--- src/hdl/kbrl_pkg.sv ---
// shared types, constants and codes of the keyboard report to rollover list block
package kbrl_pkg;

  localparam int BYTE_W = 8;
  localparam int POS_CFG_W = 6;
  localparam int LEN_CFG_W = 6;
  localparam int CFG_DATA_W = 8;
  localparam int CFG_IDX_W = 3;
  localparam int STATUS_W = 2;
  localparam int ARRAY_KEYS = 6;
  localparam int ARRAY_IDX_W = 3;
  localparam int BIT_IDX_W = 3;

  localparam int BITMAP_BYTES_MAX_DEF = 32;
  localparam int KEY_SLOTS_DEF = 6;
  localparam int REPORT_BYTES_MAX_DEF = 64;

  localparam logic [STATUS_W-1:0] STATUS_OK = 2'd0;
  localparam logic [STATUS_W-1:0] STATUS_REJECT = 2'd1;
  localparam logic [STATUS_W-1:0] STATUS_ABORT = 2'd2;

  typedef enum logic [CFG_IDX_W-1:0] {
    CFG_REPORT_ID = 3'd0,
    CFG_KEYBOARD_PRESENT = 3'd1,
    CFG_MODIFIER_POS = 3'd2,
    CFG_KEYS_POS = 3'd3,
    CFG_KEYS_AS_BITMAP = 3'd4,
    CFG_BITMAP_BYTES = 3'd5
  } kbrl_cfg_e;

  typedef enum logic [1:0] {
    ST_IDLE,
    ST_SCAN,
    ST_EMIT
  } kbrl_state_e;

  // operation broadcast to every slot cell
  typedef struct packed {
    logic              commit;
    logic              press;
    logic [BYTE_W-1:0] code;
  } kbrl_slot_op_t;

  // search flags rippling from slot to slot
  typedef struct packed {
    logic hit;
    logic empty;
  } kbrl_chain_t;

  typedef struct packed {
    logic [BYTE_W-1:0]                 modifiers;
    logic [ARRAY_KEYS-1:0][BYTE_W-1:0] slots;
    logic [STATUS_W-1:0]               status;
  } kbrl_result_t;

endpackage

--- src/hdl/kbrl_if.sv ---
// valid/ready channel interfaces for report bytes and rollover results
interface kbrl_in_if;
  logic                      valid;
  logic                      ready;
  logic [kbrl_pkg::BYTE_W-1:0] report_byte;
  logic                      last_byte;

  modport source (output valid, output report_byte, output last_byte, input ready);
  modport sink (input valid, input report_byte, input last_byte, output ready);
endinterface

interface kbrl_out_if;
  logic                          valid;
  logic                          ready;
  logic [kbrl_pkg::BYTE_W-1:0]   modifiers;
  logic [kbrl_pkg::BYTE_W-1:0]   key_slot_0;
  logic [kbrl_pkg::BYTE_W-1:0]   key_slot_1;
  logic [kbrl_pkg::BYTE_W-1:0]   key_slot_2;
  logic [kbrl_pkg::BYTE_W-1:0]   key_slot_3;
  logic [kbrl_pkg::BYTE_W-1:0]   key_slot_4;
  logic [kbrl_pkg::BYTE_W-1:0]   key_slot_5;
  logic [kbrl_pkg::STATUS_W-1:0] status;

  modport source (output valid, output modifiers, output key_slot_0, output key_slot_1,
                  output key_slot_2, output key_slot_3, output key_slot_4,
                  output key_slot_5, output status, input ready);
  modport sink (input valid, input modifiers, input key_slot_0, input key_slot_1,
                input key_slot_2, input key_slot_3, input key_slot_4,
                input key_slot_5, input status, output ready);
endinterface

--- src/hdl/kbrl_slot_cell.sv ---
// one held-key slot: insert at first empty slot, shift down on release
module kbrl_slot_cell (
  input  logic                            clk_i,
  input  logic                            rst_ni,
  input  kbrl_pkg::kbrl_slot_op_t         op_i,
  input  kbrl_pkg::kbrl_chain_t           chain_i,
  output kbrl_pkg::kbrl_chain_t           chain_o,
  input  logic [kbrl_pkg::BYTE_W-1:0]     right_key_i,
  output logic [kbrl_pkg::BYTE_W-1:0]     key_o
);
  import kbrl_pkg::*;

  logic [BYTE_W-1:0] key_q, key_d;
  logic              match;
  logic              empty;
  logic              take_code;
  logic              take_right;

  assign match = (key_q == op_i.code);
  assign empty = (key_q == '0);

  assign chain_o.hit = chain_i.hit | match;
  assign chain_o.empty = chain_i.empty | empty;

  // press lands in the first empty slot, release shifts every slot from the match on
  assign take_code = op_i.press & empty & ~chain_i.empty;
  assign take_right = ~op_i.press & (chain_i.hit | match);

  always_comb begin
    key_d = key_q;
    if (op_i.commit) begin
      if (take_code) begin
        key_d = op_i.code;
      end else if (take_right) begin
        key_d = right_key_i;
      end
    end
  end

  always_ff @(posedge clk_i or negedge rst_ni) begin
    if (!rst_ni) begin
      key_q <= '0;
    end else begin
      key_q <= key_d;
    end
  end

  assign key_o = key_q;

endmodule

--- src/hdl/key_bitmap_to_rollover_list.sv ---
// top level: keyboard report byte stream to boot-style rollover list result
//
// Report bytes enter one transaction at a time. A byte outside the key bitmap
// (id, modifier, array keys, padding) is taken in without a bit walk. A bitmap
// byte is taken in, and then its bits are walked from low to high, one bit a
// cycle, each changed bit searching and updating the chain of KEY_SLOTS held-key
// cells; a failed press or release ends the walk early. Once the last byte of a
// report is done, the EMIT state loads its result into the output register when
// the output is free; the next report byte is taken while that result still
// waits at the output. Control state, the held keys and the stored previous
// bitmap are cleared directly by reset, so the block is ready at once.
module key_bitmap_to_rollover_list #(
  parameter int BITMAP_BYTES_MAX = kbrl_pkg::BITMAP_BYTES_MAX_DEF,
  parameter int KEY_SLOTS = kbrl_pkg::KEY_SLOTS_DEF,
  parameter int REPORT_BYTES_MAX = kbrl_pkg::REPORT_BYTES_MAX_DEF
) (
  input  logic                              clk_i,
  input  logic                              rst_ni,
  input  logic                              cfg_we_i,
  input  logic [kbrl_pkg::CFG_IDX_W-1:0]    cfg_idx_i,
  input  logic [kbrl_pkg::CFG_DATA_W-1:0]   cfg_data_i,
  kbrl_in_if.sink                           in_if,
  kbrl_out_if.source                        out_if
);
  import kbrl_pkg::*;

  localparam int POS_W = $clog2(REPORT_BYTES_MAX + 1);
  localparam int CMP_W = (POS_W > POS_CFG_W) ? POS_W : POS_CFG_W;
  localparam int IDX_W = (BITMAP_BYTES_MAX > 1) ? $clog2(BITMAP_BYTES_MAX) : 1;
  localparam logic [BIT_IDX_W-1:0] BIT_LAST = BIT_IDX_W'(BYTE_W - 1);

  // configuration registers
  logic [BYTE_W-1:0]    report_id_q;
  logic                 keyboard_present_q;
  logic [POS_CFG_W-1:0] modifier_pos_q;
  logic [POS_CFG_W-1:0] keys_pos_q;
  logic                 keys_as_bitmap_q;
  logic [LEN_CFG_W-1:0] bitmap_bytes_q;

  always_ff @(posedge clk_i or negedge rst_ni) begin
    if (!rst_ni) begin
      report_id_q <= '0;
      keyboard_present_q <= 1'b0;
      modifier_pos_q <= '0;
      keys_pos_q <= '0;
      keys_as_bitmap_q <= 1'b1;
      bitmap_bytes_q <= '0;
    end else if (cfg_we_i) begin
      unique case (cfg_idx_i)
        CFG_REPORT_ID:        report_id_q <= cfg_data_i;
        CFG_KEYBOARD_PRESENT: keyboard_present_q <= cfg_data_i[0];
        CFG_MODIFIER_POS:     modifier_pos_q <= cfg_data_i[POS_CFG_W-1:0];
        CFG_KEYS_POS:         keys_pos_q <= cfg_data_i[POS_CFG_W-1:0];
        CFG_KEYS_AS_BITMAP:   keys_as_bitmap_q <= cfg_data_i[0];
        CFG_BITMAP_BYTES:     bitmap_bytes_q <= cfg_data_i[LEN_CFG_W-1:0];
        default: ;
      endcase
    end
  end

  // control and per-report state
  kbrl_state_e           state_q, state_d;
  logic [POS_W-1:0]      pos_q, pos_d;
  logic                  rej_q, abort_q;
  logic [BYTE_W-1:0]     mod_q;
  logic [BYTE_W-1:0]     arr_q [ARRAY_KEYS];
  logic [BYTE_W-1:0]     prev_q [BITMAP_BYTES_MAX];
  logic [BYTE_W-1:0]     byte_q;
  logic                  last_q;
  logic [IDX_W-1:0]      idx_q;
  logic [BIT_IDX_W-1:0]  bit_q;
  logic                  out_valid_q;
  kbrl_result_t          out_q, result;

  logic                  in_ready;
  logic                  scanning;
  logic                  emitting;
  logic                  in_acc;
  logic                  first;
  logic                  rej_new, abort_new;
  logic                  in_range, live, keys_hit, scan_start;
  logic                  mod_take, arr_take;
  logic [CMP_W-1:0]      pos_c, kpos_c, mpos_c, rel;
  logic [LEN_CFG_W-1:0]  len;
  logic                  scan_fail, scan_end, emit_load;

  // slot chain
  kbrl_slot_op_t         slot_op;
  kbrl_chain_t           chain [KEY_SLOTS+1];
  logic [BYTE_W-1:0]     held [KEY_SLOTS];
  logic [BYTE_W-1:0]     prev_byte;
  logic                  bit_now, changed, op_ok;

  assign in_acc = in_if.valid & in_ready;
  assign first = (pos_q == '0);
  assign rej_new = first ? (~keyboard_present_q |
                            ((report_id_q != '0) & (in_if.report_byte != report_id_q)))
                         : rej_q;
  assign abort_new = first ? 1'b0 : abort_q;
  assign pos_c = CMP_W'(pos_q);
  assign kpos_c = CMP_W'(keys_pos_q);
  assign mpos_c = CMP_W'(modifier_pos_q);
  assign rel = pos_c - kpos_c;
  assign in_range = (pos_q < POS_W'(REPORT_BYTES_MAX));
  assign live = in_range & ~rej_new;
  assign keys_hit = (pos_c >= kpos_c);
  assign len = (bitmap_bytes_q > LEN_CFG_W'(BITMAP_BYTES_MAX)) ?
               LEN_CFG_W'(BITMAP_BYTES_MAX) : bitmap_bytes_q;
  assign scan_start = live & keys_hit & keys_as_bitmap_q & ~abort_new &
                      (rel < CMP_W'(len));
  assign mod_take = live & (pos_c == mpos_c);
  assign arr_take = live & keys_hit & ~keys_as_bitmap_q & (rel < CMP_W'(ARRAY_KEYS));
  assign pos_d = in_range ? pos_q + 1'b1 : pos_q;

  // bit walk of the current bitmap byte
  assign prev_byte = prev_q[idx_q];
  assign bit_now = byte_q[bit_q];
  assign changed = bit_now ^ prev_byte[bit_q];
  assign op_ok = bit_now ? chain[KEY_SLOTS].empty : chain[KEY_SLOTS].hit;
  assign slot_op.commit = scanning & changed & op_ok;
  assign slot_op.press = bit_now;
  assign slot_op.code = BYTE_W'({idx_q, bit_q});
  assign scan_fail = scanning & changed & ~op_ok;
  assign scan_end = scan_fail | (bit_q == BIT_LAST);
  assign emit_load = emitting & (~out_valid_q | out_if.ready);

  assign chain[0] = '{hit: 1'b0, empty: 1'b0};

  for (genvar i = 0; i < KEY_SLOTS; i++) begin : g_slot
    logic [BYTE_W-1:0] right_key;
    if (i < KEY_SLOTS - 1) begin : g_mid
      assign right_key = held[i+1];
    end else begin : g_end
      assign right_key = '0;
    end
    kbrl_slot_cell u_cell (
      .clk_i       (clk_i),
      .rst_ni      (rst_ni),
      .op_i        (slot_op),
      .chain_i     (chain[i]),
      .chain_o     (chain[i+1]),
      .right_key_i (right_key),
      .key_o       (held[i])
    );
  end

  // next state
  always_comb begin
    state_d = state_q;
    unique case (state_q)
      ST_IDLE: begin
        if (in_acc) begin
          priority if (scan_start) begin
            state_d = ST_SCAN;
          end else if (in_if.last_byte) begin
            state_d = ST_EMIT;
          end else begin
            state_d = ST_IDLE;
          end
        end
      end
      ST_SCAN: begin
        if (scan_end) begin
          state_d = last_q ? ST_EMIT : ST_IDLE;
        end
      end
      ST_EMIT: begin
        if (emit_load) begin
          state_d = ST_IDLE;
        end
      end
      default: state_d = ST_IDLE;
    endcase
  end

  // state decode
  always_comb begin
    in_ready = 1'b0;
    scanning = 1'b0;
    emitting = 1'b0;
    unique case (state_q)
      ST_IDLE: in_ready = 1'b1;
      ST_SCAN: scanning = 1'b1;
      ST_EMIT: emitting = 1'b1;
      default: ;
    endcase
  end

  always_ff @(posedge clk_i or negedge rst_ni) begin
    if (!rst_ni) begin
      state_q <= ST_IDLE;
      pos_q <= '0;
      rej_q <= 1'b0;
      abort_q <= 1'b0;
    end else begin
      state_q <= state_d;
      if (in_acc) begin
        pos_q <= pos_d;
        rej_q <= rej_new;
        abort_q <= abort_new;
      end else if (scan_fail) begin
        abort_q <= 1'b1;
      end else if (emit_load) begin
        pos_q <= '0;
        rej_q <= 1'b0;
        abort_q <= 1'b0;
      end
    end
  end

  // modifier and array capture, cleared at the first byte of a report
  always_ff @(posedge clk_i or negedge rst_ni) begin
    if (!rst_ni) begin
      mod_q <= '0;
      for (int k = 0; k < ARRAY_KEYS; k++) begin
        arr_q[k] <= '0;
      end
    end else if (in_acc) begin
      if (mod_take) begin
        mod_q <= in_if.report_byte;
      end else if (first) begin
        mod_q <= '0;
      end
      for (int k = 0; k < ARRAY_KEYS; k++) begin
        if (arr_take && rel[ARRAY_IDX_W-1:0] == ARRAY_IDX_W'(k)) begin
          arr_q[k] <= in_if.report_byte;
        end else if (first) begin
          arr_q[k] <= '0;
        end
      end
    end
  end

  // byte under scan
  always_ff @(posedge clk_i) begin
    if (in_acc) begin
      byte_q <= in_if.report_byte;
      last_q <= in_if.last_byte;
      idx_q <= rel[IDX_W-1:0];
    end
  end

  always_ff @(posedge clk_i or negedge rst_ni) begin
    if (!rst_ni) begin
      bit_q <= '0;
    end else if (in_acc) begin
      bit_q <= '0;
    end else if (scanning) begin
      bit_q <= bit_q + 1'b1;
    end
  end

  // previous bitmap follows each committed press or release
  always_ff @(posedge clk_i or negedge rst_ni) begin
    if (!rst_ni) begin
      for (int k = 0; k < BITMAP_BYTES_MAX; k++) begin
        prev_q[k] <= '0;
      end
    end else if (slot_op.commit) begin
      prev_q[idx_q][bit_q] <= bit_now;
    end
  end

  // result assembly
  for (genvar j = 0; j < ARRAY_KEYS; j++) begin : g_out_slot
    logic [BYTE_W-1:0] held_key;
    if (j < KEY_SLOTS) begin : g_held
      assign held_key = held[j];
    end else begin : g_none
      assign held_key = '0;
    end
    assign result.slots[j] = rej_q ? '0 : (keys_as_bitmap_q ? held_key : arr_q[j]);
  end

  assign result.modifiers = rej_q ? '0 : mod_q;
  assign result.status = rej_q ? STATUS_REJECT : (abort_q ? STATUS_ABORT : STATUS_OK);

  always_ff @(posedge clk_i or negedge rst_ni) begin
    if (!rst_ni) begin
      out_valid_q <= 1'b0;
    end else if (emit_load) begin
      out_valid_q <= 1'b1;
    end else if (out_if.ready) begin
      out_valid_q <= 1'b0;
    end
  end

  always_ff @(posedge clk_i) begin
    if (emit_load) begin
      out_q <= result;
    end
  end

  assign in_if.ready = in_ready;
  assign out_if.valid = out_valid_q;
  assign out_if.modifiers = out_q.modifiers;
  assign out_if.key_slot_0 = out_q.slots[0];
  assign out_if.key_slot_1 = out_q.slots[1];
  assign out_if.key_slot_2 = out_q.slots[2];
  assign out_if.key_slot_3 = out_q.slots[3];
  assign out_if.key_slot_4 = out_q.slots[4];
  assign out_if.key_slot_5 = out_q.slots[5];
  assign out_if.status = out_q.status;

  // held list never has a key behind an empty slot
  logic list_gap;
  always_comb begin
    list_gap = 1'b0;
    for (int i = 0; i < KEY_SLOTS - 1; i++) begin
      if (held[i] == '0 && held[i+1] != '0) begin
        list_gap = 1'b1;
      end
    end
  end

  a_list_compact: assert property (@(posedge clk_i) disable iff (!rst_ni) !list_gap)
    else $error("held key list has a gap");

  a_fail_aborts: assert property (@(posedge clk_i) disable iff (!rst_ni)
    scan_fail |=> abort_q)
    else $error("failed press or release did not abort the report");

  a_reject_blank: assert property (@(posedge clk_i) disable iff (!rst_ni)
    (out_if.valid && out_if.status == STATUS_REJECT) |->
      (out_if.modifiers == '0 && out_if.key_slot_0 == '0))
    else $error("rejected report carries key data");

endmodule
--- src/flat_wrapper.sv ---
// flat-port wrapper written by rule: the top's interface ports become plain ports
module key_bitmap_to_rollover_list_flat import kbrl_pkg::*;
#(
  parameter int BITMAP_BYTES_MAX = kbrl_pkg::BITMAP_BYTES_MAX_DEF,
  parameter int KEY_SLOTS = kbrl_pkg::KEY_SLOTS_DEF,
  parameter int REPORT_BYTES_MAX = kbrl_pkg::REPORT_BYTES_MAX_DEF
)
  (clk_i, rst_ni, cfg_we_i, cfg_idx_i, cfg_data_i, in_if_valid, in_if_report_byte, in_if_last_byte, in_if_ready, out_if_valid, out_if_modifiers, out_if_key_slot_0, out_if_key_slot_1, out_if_key_slot_2, out_if_key_slot_3, out_if_key_slot_4, out_if_key_slot_5, out_if_status, out_if_ready);
  kbrl_in_if in_if_i ();
  kbrl_out_if out_if_i ();
  input  logic clk_i;
  input  logic rst_ni;
  input  logic cfg_we_i;
  input  logic [kbrl_pkg::CFG_IDX_W-1:0] cfg_idx_i;
  input  logic [kbrl_pkg::CFG_DATA_W-1:0] cfg_data_i;
  input wire logic [$bits(in_if_i.valid)-1:0] in_if_valid;
  input wire logic [$bits(in_if_i.report_byte)-1:0] in_if_report_byte;
  input wire logic [$bits(in_if_i.last_byte)-1:0] in_if_last_byte;
  output wire logic [$bits(in_if_i.ready)-1:0] in_if_ready;
  output wire logic [$bits(out_if_i.valid)-1:0] out_if_valid;
  output wire logic [$bits(out_if_i.modifiers)-1:0] out_if_modifiers;
  output wire logic [$bits(out_if_i.key_slot_0)-1:0] out_if_key_slot_0;
  output wire logic [$bits(out_if_i.key_slot_1)-1:0] out_if_key_slot_1;
  output wire logic [$bits(out_if_i.key_slot_2)-1:0] out_if_key_slot_2;
  output wire logic [$bits(out_if_i.key_slot_3)-1:0] out_if_key_slot_3;
  output wire logic [$bits(out_if_i.key_slot_4)-1:0] out_if_key_slot_4;
  output wire logic [$bits(out_if_i.key_slot_5)-1:0] out_if_key_slot_5;
  output wire logic [$bits(out_if_i.status)-1:0] out_if_status;
  input wire logic [$bits(out_if_i.ready)-1:0] out_if_ready;
  assign in_if_i.valid = in_if_valid;
  assign in_if_i.report_byte = in_if_report_byte;
  assign in_if_i.last_byte = in_if_last_byte;
  assign in_if_ready = in_if_i.ready;
  assign out_if_valid = out_if_i.valid;
  assign out_if_modifiers = out_if_i.modifiers;
  assign out_if_key_slot_0 = out_if_i.key_slot_0;
  assign out_if_key_slot_1 = out_if_i.key_slot_1;
  assign out_if_key_slot_2 = out_if_i.key_slot_2;
  assign out_if_key_slot_3 = out_if_i.key_slot_3;
  assign out_if_key_slot_4 = out_if_i.key_slot_4;
  assign out_if_key_slot_5 = out_if_i.key_slot_5;
  assign out_if_status = out_if_i.status;
  assign out_if_i.ready = out_if_ready;
  key_bitmap_to_rollover_list #(.BITMAP_BYTES_MAX(BITMAP_BYTES_MAX), .KEY_SLOTS(KEY_SLOTS), .REPORT_BYTES_MAX(REPORT_BYTES_MAX)) u_core (.clk_i(clk_i), .rst_ni(rst_ni), .cfg_we_i(cfg_we_i), .cfg_idx_i(cfg_idx_i), .cfg_data_i(cfg_data_i), .in_if(in_if_i), .out_if(out_if_i));
endmodule
--- config.mk ---
export PLATFORM = sky130hd
export DESIGN_NAME = key_bitmap_to_rollover_list_flat
export DESIGN_NICKNAME = d
export VERILOG_FILES = /design/src/hdl/kbrl_pkg.sv /design/src/hdl/kbrl_if.sv /design/src/hdl/kbrl_slot_cell.sv /design/src/hdl/key_bitmap_to_rollover_list.sv /design/src/flat_wrapper.sv
export SDC_FILE = /design/constraint.sdc
export NUM_CORES = 1
export LEC_CHECK = 0
export BUFFER_PORTS_ARGS = -buffer_cell sky130_fd_sc_hd__buf_2
export CAP_MARGIN = 20
export CORE_MARGIN = 5
export CORE_UTILIZATION = 60
export CTS_BUF_LIST = sky130_fd_sc_hd__clkbuf_16
export DETAILED_ROUTE_END_ITERATION = 10
export GPL_TIMING_DRIVEN = 0
export PLACE_DENSITY = 0.76
export SYNTH_ARGS = -nofsm -noshare
export SYNTH_HDL_FRONTEND = slang
export SYNTH_SLANG_ARGS = --single-unit
--- constraint.sdc ---
create_clock -name clk_i -period 8.7 [get_ports clk_i]
set_clock_uncertainty 0.15 [all_clocks]
set_input_delay 0.87 -clock clk_i [delete_from_list [all_inputs] [get_ports clk_i]]
set_output_delay 0.87 -clock clk_i [all_outputs]
set_load 0.02 [all_outputs]
==> metrics.csv, run 1 <==
metric,value,unit
status,"complete, no violations",
insertion_delay,0.63,ns
total_power,7.11,mW
path_buf_inv,6,
setup_viol_count_final,0,
hpwl,59600,µm
synth.yosys.warnings,0,
dr.pass1.iters,8,
wire_per_inst,27.2,µm
synth-edff-count,72,
wirelength,85600,µm
hp-class,in2reg,
place.gp.congestion,0.995,
hold_violations,0,
post_cts_buffers,0,
num_vias,21442,
clockRootBuffer,clkbuf_16,
ys_seq_area_share,50.1,%
crit_family,buffers and inverters,
final_cell_mix,"o21ai_0 (428), dfrtp_1 (402), a21oi_1 (313), mux2i_1 (228), nand2_1 (162)",
period_share,60.2,%
area_growth,12.0,%
ys.flop_type,dfrtp_1,
drt_iter0_markers,3258,
cp_slowest_cell,nor4_1,
cap_violations,0,
post-place-ws,3.92,ns
p_leak,11.7,nW
max_freq,0.191,GHz
cp-start-kind,flip-flop,
cp.required,9.09,ns
clkSinkCount,475,
ir_drop,0.180,mV
grt_pass1_vias,21137,
placed_cells,3055,
final_common_cell,o21ai_0,
io_buffers,83,
end_kind,flip-flop,
drc,0,
async_flop_share,84.8,%
largest_reg_flops,256,
tightest_slew,1.12,ns
cts_buffer_depth,3,
timing.final.crit_period,5.24,ns
syn_nets,2472,
regMostFlops,u_core.prev_q,
syn_area,24500,µm²
io_pins,85,
die_area,44900,µm²
clkTransAtPathRegs,0.06,ns
drive_above_1_share,14.3,%
finalMaxSlewViolations,0,
synth_area_per_cell,10.1,µm²
crit_arrival,5.62,ns
numCtsBuffers,50,
grt_max_degree,126,
row_count,74,
nets,2616,
grt_remaining_overflow,0,
fp.dieW,212,µm
max_slew_margin,24.8,%
coreArea,40600,µm²
grt_pass1_wl,130000,µm
htree_num_levels,2,
grt_usage,37.8,%
ys_ff_latch,475,
critPathKind,reg2reg,
ant_nets,0,
layoutNonFillerInstCount,3148,
cp_max_fo,10,
path_common_cell,buf_2,
final_util,67.5,%
netlist-cell-type-count,74,
netlist_instances,2432,
antenna_found_initial,0,
path_cells,"buf_2, buf_6, buf_2, mux2i_1, o22ai_1, nor4_1, nand2_1, a22oi_1, nand4_1, buf_2, buf_6, nor4_4, buf_4, a21oi_1, a21oi_1",
start_util,60.3,%
setup_slack,3.46,ns
die_height,212,µm
rsz0062_at_grt,no,
cts_tree,done,
power.density,260,nW/µm²
vias_per_cell,6.81,
slowest_delay,0.90,ns
## area by class of cell
cell class	count	area [µm²]
sequential	475	12200
multi-input combinational	1758	11400
inverter	28	105
timing repair buffer	92	563
antenna	1	2.50
fill	3153	13200
clock buffer	50	1250
buffer	171	792
tap	532	666
clock inverter	41	400
## metal layers
metal	GRT usage, %	routed length (µm)	vias to the layer above	share of wire [%]
met5	0	0	-	0
met4	21.8	6010	0	7.0
met3	8.12	9040	353	11
met2	57.8	38300	1422	45
met1	50.2	32200	10520	38
li1	-	-	9147	-
## cells by family after synthesis
logic type / Yosys count / share of synthesized area (%)
compound gates: 864 / 18.6
flops: 475 / 50.1
simple gates: 473 / 9.92
mux: 337 / 14.5
buf+inv: 199 / 3.67
xor+xnor: 68 / 2.43
fa+ha+maj: 16 / 0.839
## final timing paths
check	from	end	slack (ns)	cells after the start
max in group asynchronous	rst_ni	u_core.modifier_pos_q[4]	6.31	4
min in group asynchronous	rst_ni	u_core.prev_q[203]	0.59	2
worst min-delay path	in_if_last_byte	u_core.last_q	0.31	1
worst min register to register	u_core.rej_q	u_core.out_if.status[0]	0.33	0
worst max register to register	u_core.idx_q[1]	u_core.prev_q[26]	3.46	15
worst max-delay path	u_core.idx_q[1]	u_core.prev_q[26]	3.46	15
## cell usage after synthesis, drive strengths merged (5+ instances only)
library cell / number / share of area (%)
nand3: 18 / 0.37
nand2b: 13 / 0.33
or3: 7 / 0.18
and2: 11 / 0.28
nand4: 11 / 0.28
nor3: 19 / 0.63
nor2: 117 / 1.8
nand4b: 6 / 0.21
a21oi: 313 / 6.4
xor2: 56 / 2.0
dfrtp: 402 / 41
buf: 78 / 1.8
edfxtp: 72 / 8.8
inv: 28 / 0.43
ha: 14 / 0.72
o21ai: 452 / 9.4
or4b: 5 / 0.20
mux2: 109 / 5.1
or4: 5 / 0.15
mux2i: 228 / 9.3
a22o: 12 / 0.43
clkbuf: 93 / 1.4
o22ai: 65 / 1.7
xnor2: 12 / 0.43
nor4: 47 / 1.3
nor2b: 18 / 0.46
nand2: 162 / 2.5
## through the flow
stage | hold slack, ns | instance area, µm² | TNS, ns
2_1_floorplan | 0.273 | 24500 | 0
3_3_place_gp | 0.316 | 25500 | -490.99
3_5_place_dp | 0.308 | 25700 | 0
4_1_cts | 0.294 | 27400 | 0
5_1_grt | 0.315 | 27400 | 0
6_report | 0.313 | 27400 | 0
## timing repair
action	4_1_cts	5_1_grt
gates resized for setup	0	0
hold buffers	1	0
setup endpoints to repair	0	0
endpoints found under the hold margin	5	0
## report_power, final
| part | switching [mW] | internal [mW] |
|---|---|---|
| combinational | 1.76 | 0.629 |
| clock | 0.953 | 1.24 |
| sequential | 0.119 | 2.42 |
Note: power is estimated with default switching activity, not from simulation.
==> run 2, diff against run 1 <==
- ABC_AREA: unset -> 1
- clock period: 8.7 -> 5.45 ns (I/O delays scaled with it)
==> run 2 against run 1 <==
Net effect: first-iteration DRC count is 6.1% higher; critical path depth rose by 5; global-route usage shrank 1.9 points; critical endpoint is now u_core.prev_q[95]; count of clock-buffer cells in the layout up 1; combinational power grew 70%; worst setup slack got worse by 2.4 ns; routed wire length is 0.86% lower; synthesized area is 2.3% higher; worst hold slack got worse by 0.28 ns; largest power group unchanged; sequential cell count is the same; non-clock buffer count is 40 higher; synthesized cell count grew 38%.
==> metrics.csv, run 2 <==
metric,value,unit,change
post_dp_cell_area,26200,µm²,+2.0%
hp-class,in2reg,,
syn_nets,3404,,+38%
tightest_slew,1.18,ns,+0.0591 ns
final_cell_mix,"nand2_1 (1116), nor2_1 (418), dfrtp_1 (402), nand3_1 (355), o21ai_1 (288)",,
synth.largest_area_cell,dfrtp_1,,
critPathKind,reg2reg,,
synthAdderAreaFrac,0.780,%,-0.059 points
die_height,214,µm,+1.1%
rr_endpoint,u_core.prev_q[95],,
grt_pass1_wl,130000,µm,+0.19%
insertion_delay,0.61,ns,-0.02 ns
synthTopCellsByArea,"dfrtp_1 (40%), nand2_1 (17%), edfxtp_1 (8.6%)",,
netlist_instances,3364,,+38%
row_count,74,,unchanged
synth-simple-area-share,31.8,%,+22 points
nets,3548,,+36%
synth-edff-count,72,,unchanged
ys_seq_area_share,49.0,%,-1.1 points
cap_violations,0,,unchanged
timing.final.crit_period,4.39,ns,-0.843 ns
largest_reg_flops,256,,unchanged
ys_ff_latch,475,,unchanged
die_area,45900,µm²,+2.2%
stdcell_area,27800,µm²,+1.6%
multi_input_area,11400,µm²,about the same
dr.pass1.iters,6,,-2
p_leak,12.4,nW,+6.4%
cts_resized,0,,unchanged
cp_max_fo,10,,unchanged
wirelength,84800,µm,-0.86%
htree_num_levels,2,,unchanged
setup.worst_path.start,u_core.idx_q[1],,
clkTransAtPathRegs,0.06,ns,about the same
ys.flop_type,dfrtp_1,,
vias_per_cell,5.99,,-12%
coreArea,41000,µm²,+1.1%
netlist-cell-type-count,41,,-45%
io_buffers,84,,+1.2%
power.density,415,nW/µm²,+60%
hpwl,58400,µm,-2.1%
end_kind,flip-flop,,
numCtsBuffers,50,,unchanged
setup_viol_count_final,0,,unchanged
place.gp.congestion,0.988,,-0.78%
wire_per_inst,20.8,µm,-23%
drive_above_1_share,7.50,%,-6.8 points
reg2reg_depth,20,,+5
synth.area.mux_share,0.0900,%,-14 points
cts_tree,done,,
final_common_cell,nand2_1,,
clockRootBuffer,clkbuf_16,,
final_util,67.8,%,+0.31 points
syn_area,25000,µm²,+2.3%
area_growth,11.2,%,
synth_area_per_cell,7.44,µm²,-26%
drc,0,,unchanged
tns,0,ns,unchanged
path_cells,"inv_2, buf_2, buf_1, nand2_1, nand2_1, nand2_1, nand2_1, nor2_1, nand2_1, nand2_1, nand2_1, nor2_1, nand3_1, nand2_1, nor2_8, buf_4, buf_4, nand3_1, nand2_1, o21ai_1",,
cp-start-kind,flip-flop,,
path_common_cell,nand2_1,,
cts_buffer_depth,3,,unchanged
start_util,61.0,%,+0.67 points
num_vias,24407,,+14%
nFillCells,3525,,+12%
cp-endpoint,u_core.prev_q[95],,
grt_pass1_vias,23139,,+9.5%
finalMaxSlewViolations,0,,unchanged
r2r-start,u_core.idx_q[1],,
r2r_setup_slack,1.06,ns,-2.41 ns
synth_most_common_cell,nand2_1,,
io_pins,85,,unchanged
fp.dieW,214,µm,+1.1%
n_antenna_cell,0,,-1
grt_max_degree,104,,-17%
max_freq,0.228,GHz,+19%
grt_usage,35.9,%,-1.9 points
slowest_delay,0.81,ns,-0.09 ns
clkSinkCount,475,,unchanged
grt_remaining_overflow,0,,unchanged
rsz0062_at_grt,no,,
crit_arrival,4.71,ns,-0.91 ns
regMostFlops,u_core.prev_q,,
ir_drop,0.485,mV,+170%
cp.required,5.77,ns,-3.32 ns
cp_slowest_cell,buf_1,,
yosys-top-cells-count,"nand2_1 (1116), nor2_1 (419), dfrtp_1 (402), nand3_1 (355), o21ai_1 (288)",,
drt_iter0_markers,3458,,+6.1%
max_slew_margin,21.1,%,-3.6 points
antenna_found_initial,0,,unchanged
synth_top_area_share,40.2,%,-0.91 points
async_flop_share,84.8,%,unchanged
seq_area,12200,µm²,unchanged
status,"complete, no violations",,
hold_violations,0,,unchanged
synth.yosys.warnings,0,,unchanged
ant_nets,0,,unchanged
synth_top_family_by_area,simple AND/OR/NAND/NOR gates,,
synth_xor_area_share,2.00,%,-0.44 points
synth_compound_area_share,10.7,%,-7.9 points
period_share,80.6,%,+20 points
==> run 2: cell count changes after synthesis, moves of 98 or more <==
cell     before   now
o21ai_0     428   166
o21ai_1      21   288
a21oi_1     313    49
nor2_1      115   419
mux2_2      100     2
nand2_1     162  1116
mux2i_1     228     0
nand3_1      18   355
==> run 2: cells by family (layout without fill, tap and decap cells) <==
kind of cell | count (synthesis) | in the layout
AOI/OAI and AO/OA | 525 | 525
DFF | 475 | 475
muxes | 2 | 2
buffers and inverters | 333 | 515
and+or+nand+nor | 1957 | 1957
xor gates and xnor gates | 57 | 57
adders and majority gates | 15 | 15
==> run 2: worst min-delay path by stage <==
stage                startpoint               endpoint  slack [ns]  cells past startpoint
5_1_grt           cfg_data_i[7]  u_core.report_id_q[7]        0.03                      2
4_1_cts           cfg_data_i[7]  u_core.report_id_q[7]        0.02                      2
3_3_place_gp   u_core.arr_q[27]       u_core.arr_q[27]        0.30                      2
3_5_place_dp   u_core.arr_q[30]       u_core.arr_q[30]        0.30                      2
2_1_floorplan            rst_ni         u_core.abort_q         0.1                      0
6_report          cfg_data_i[7]  u_core.report_id_q[7]        0.03                      2
==> run 2: through the flow <==
step | setup WS (ns) | hold WS [ns] | total power [mW] | instances
CTS | 1.17 | 0.0154 | 11.4 | 4077
floorplan | 1.18 | 0.0994 | 6.51 | 3364
global route | 0.975 | 0.0335 | 11.9 | 4078
global placement | -4.30 | 0.303 | 8.03 | 3980
finish | 1.06 | 0.0331 | 11.5 | 4078
detailed placement | 1.21 | 0.303 | 8.11 | 3985
==> run 2: worst max-delay path: cells and delay by family, from the launching register on <==
family                 cells  cell delay [ns]
AO/OA/AOI/OAI              1             0.06
buffers and inverters      5             1.82
flip-flops                 1             0.50
AND/OR/NAND/NOR           14             1.71
==> run 2: layer usage <==
metal  global-route usage, %  up-vias  wire length, µm
li1                        -    11285                -
met1                    47.4    11321            32700
met2                    56.8     1459            38300
met3                    5.20      342             8100
met4                    21.4        0             5760
met5                       0        -                0
==> run 2: where the power goes <==
group / internal [mW] / leakage [nW] / switching, mW
combinational: 0.841 / 5.33 / 3.20
clock: 1.87 / 0.820 / 1.46
sequential: 3.99 / 6.27 / 0.172
==> run 2: what timing repair did <==
item                                   in CTS  in global routing
hold buffers                                2                  0
endpoints found under the hold margin      49                  0
setup buffers                               0                  0
==> run 2: area by class of cell <==
class / instances / share of cell area (%)
Multi-Input combinational cell: 2556 / 40.8
Sequential cell: 475 / 44.0
Timing Repair Buffer: 92 / 2.14
Buffer: 211 / 3.42
Clock buffer: 51 / 4.59
Tap cell: 532 / 2.39
Inverter: 122 / 1.65
Clock inverter: 39 / 0.962
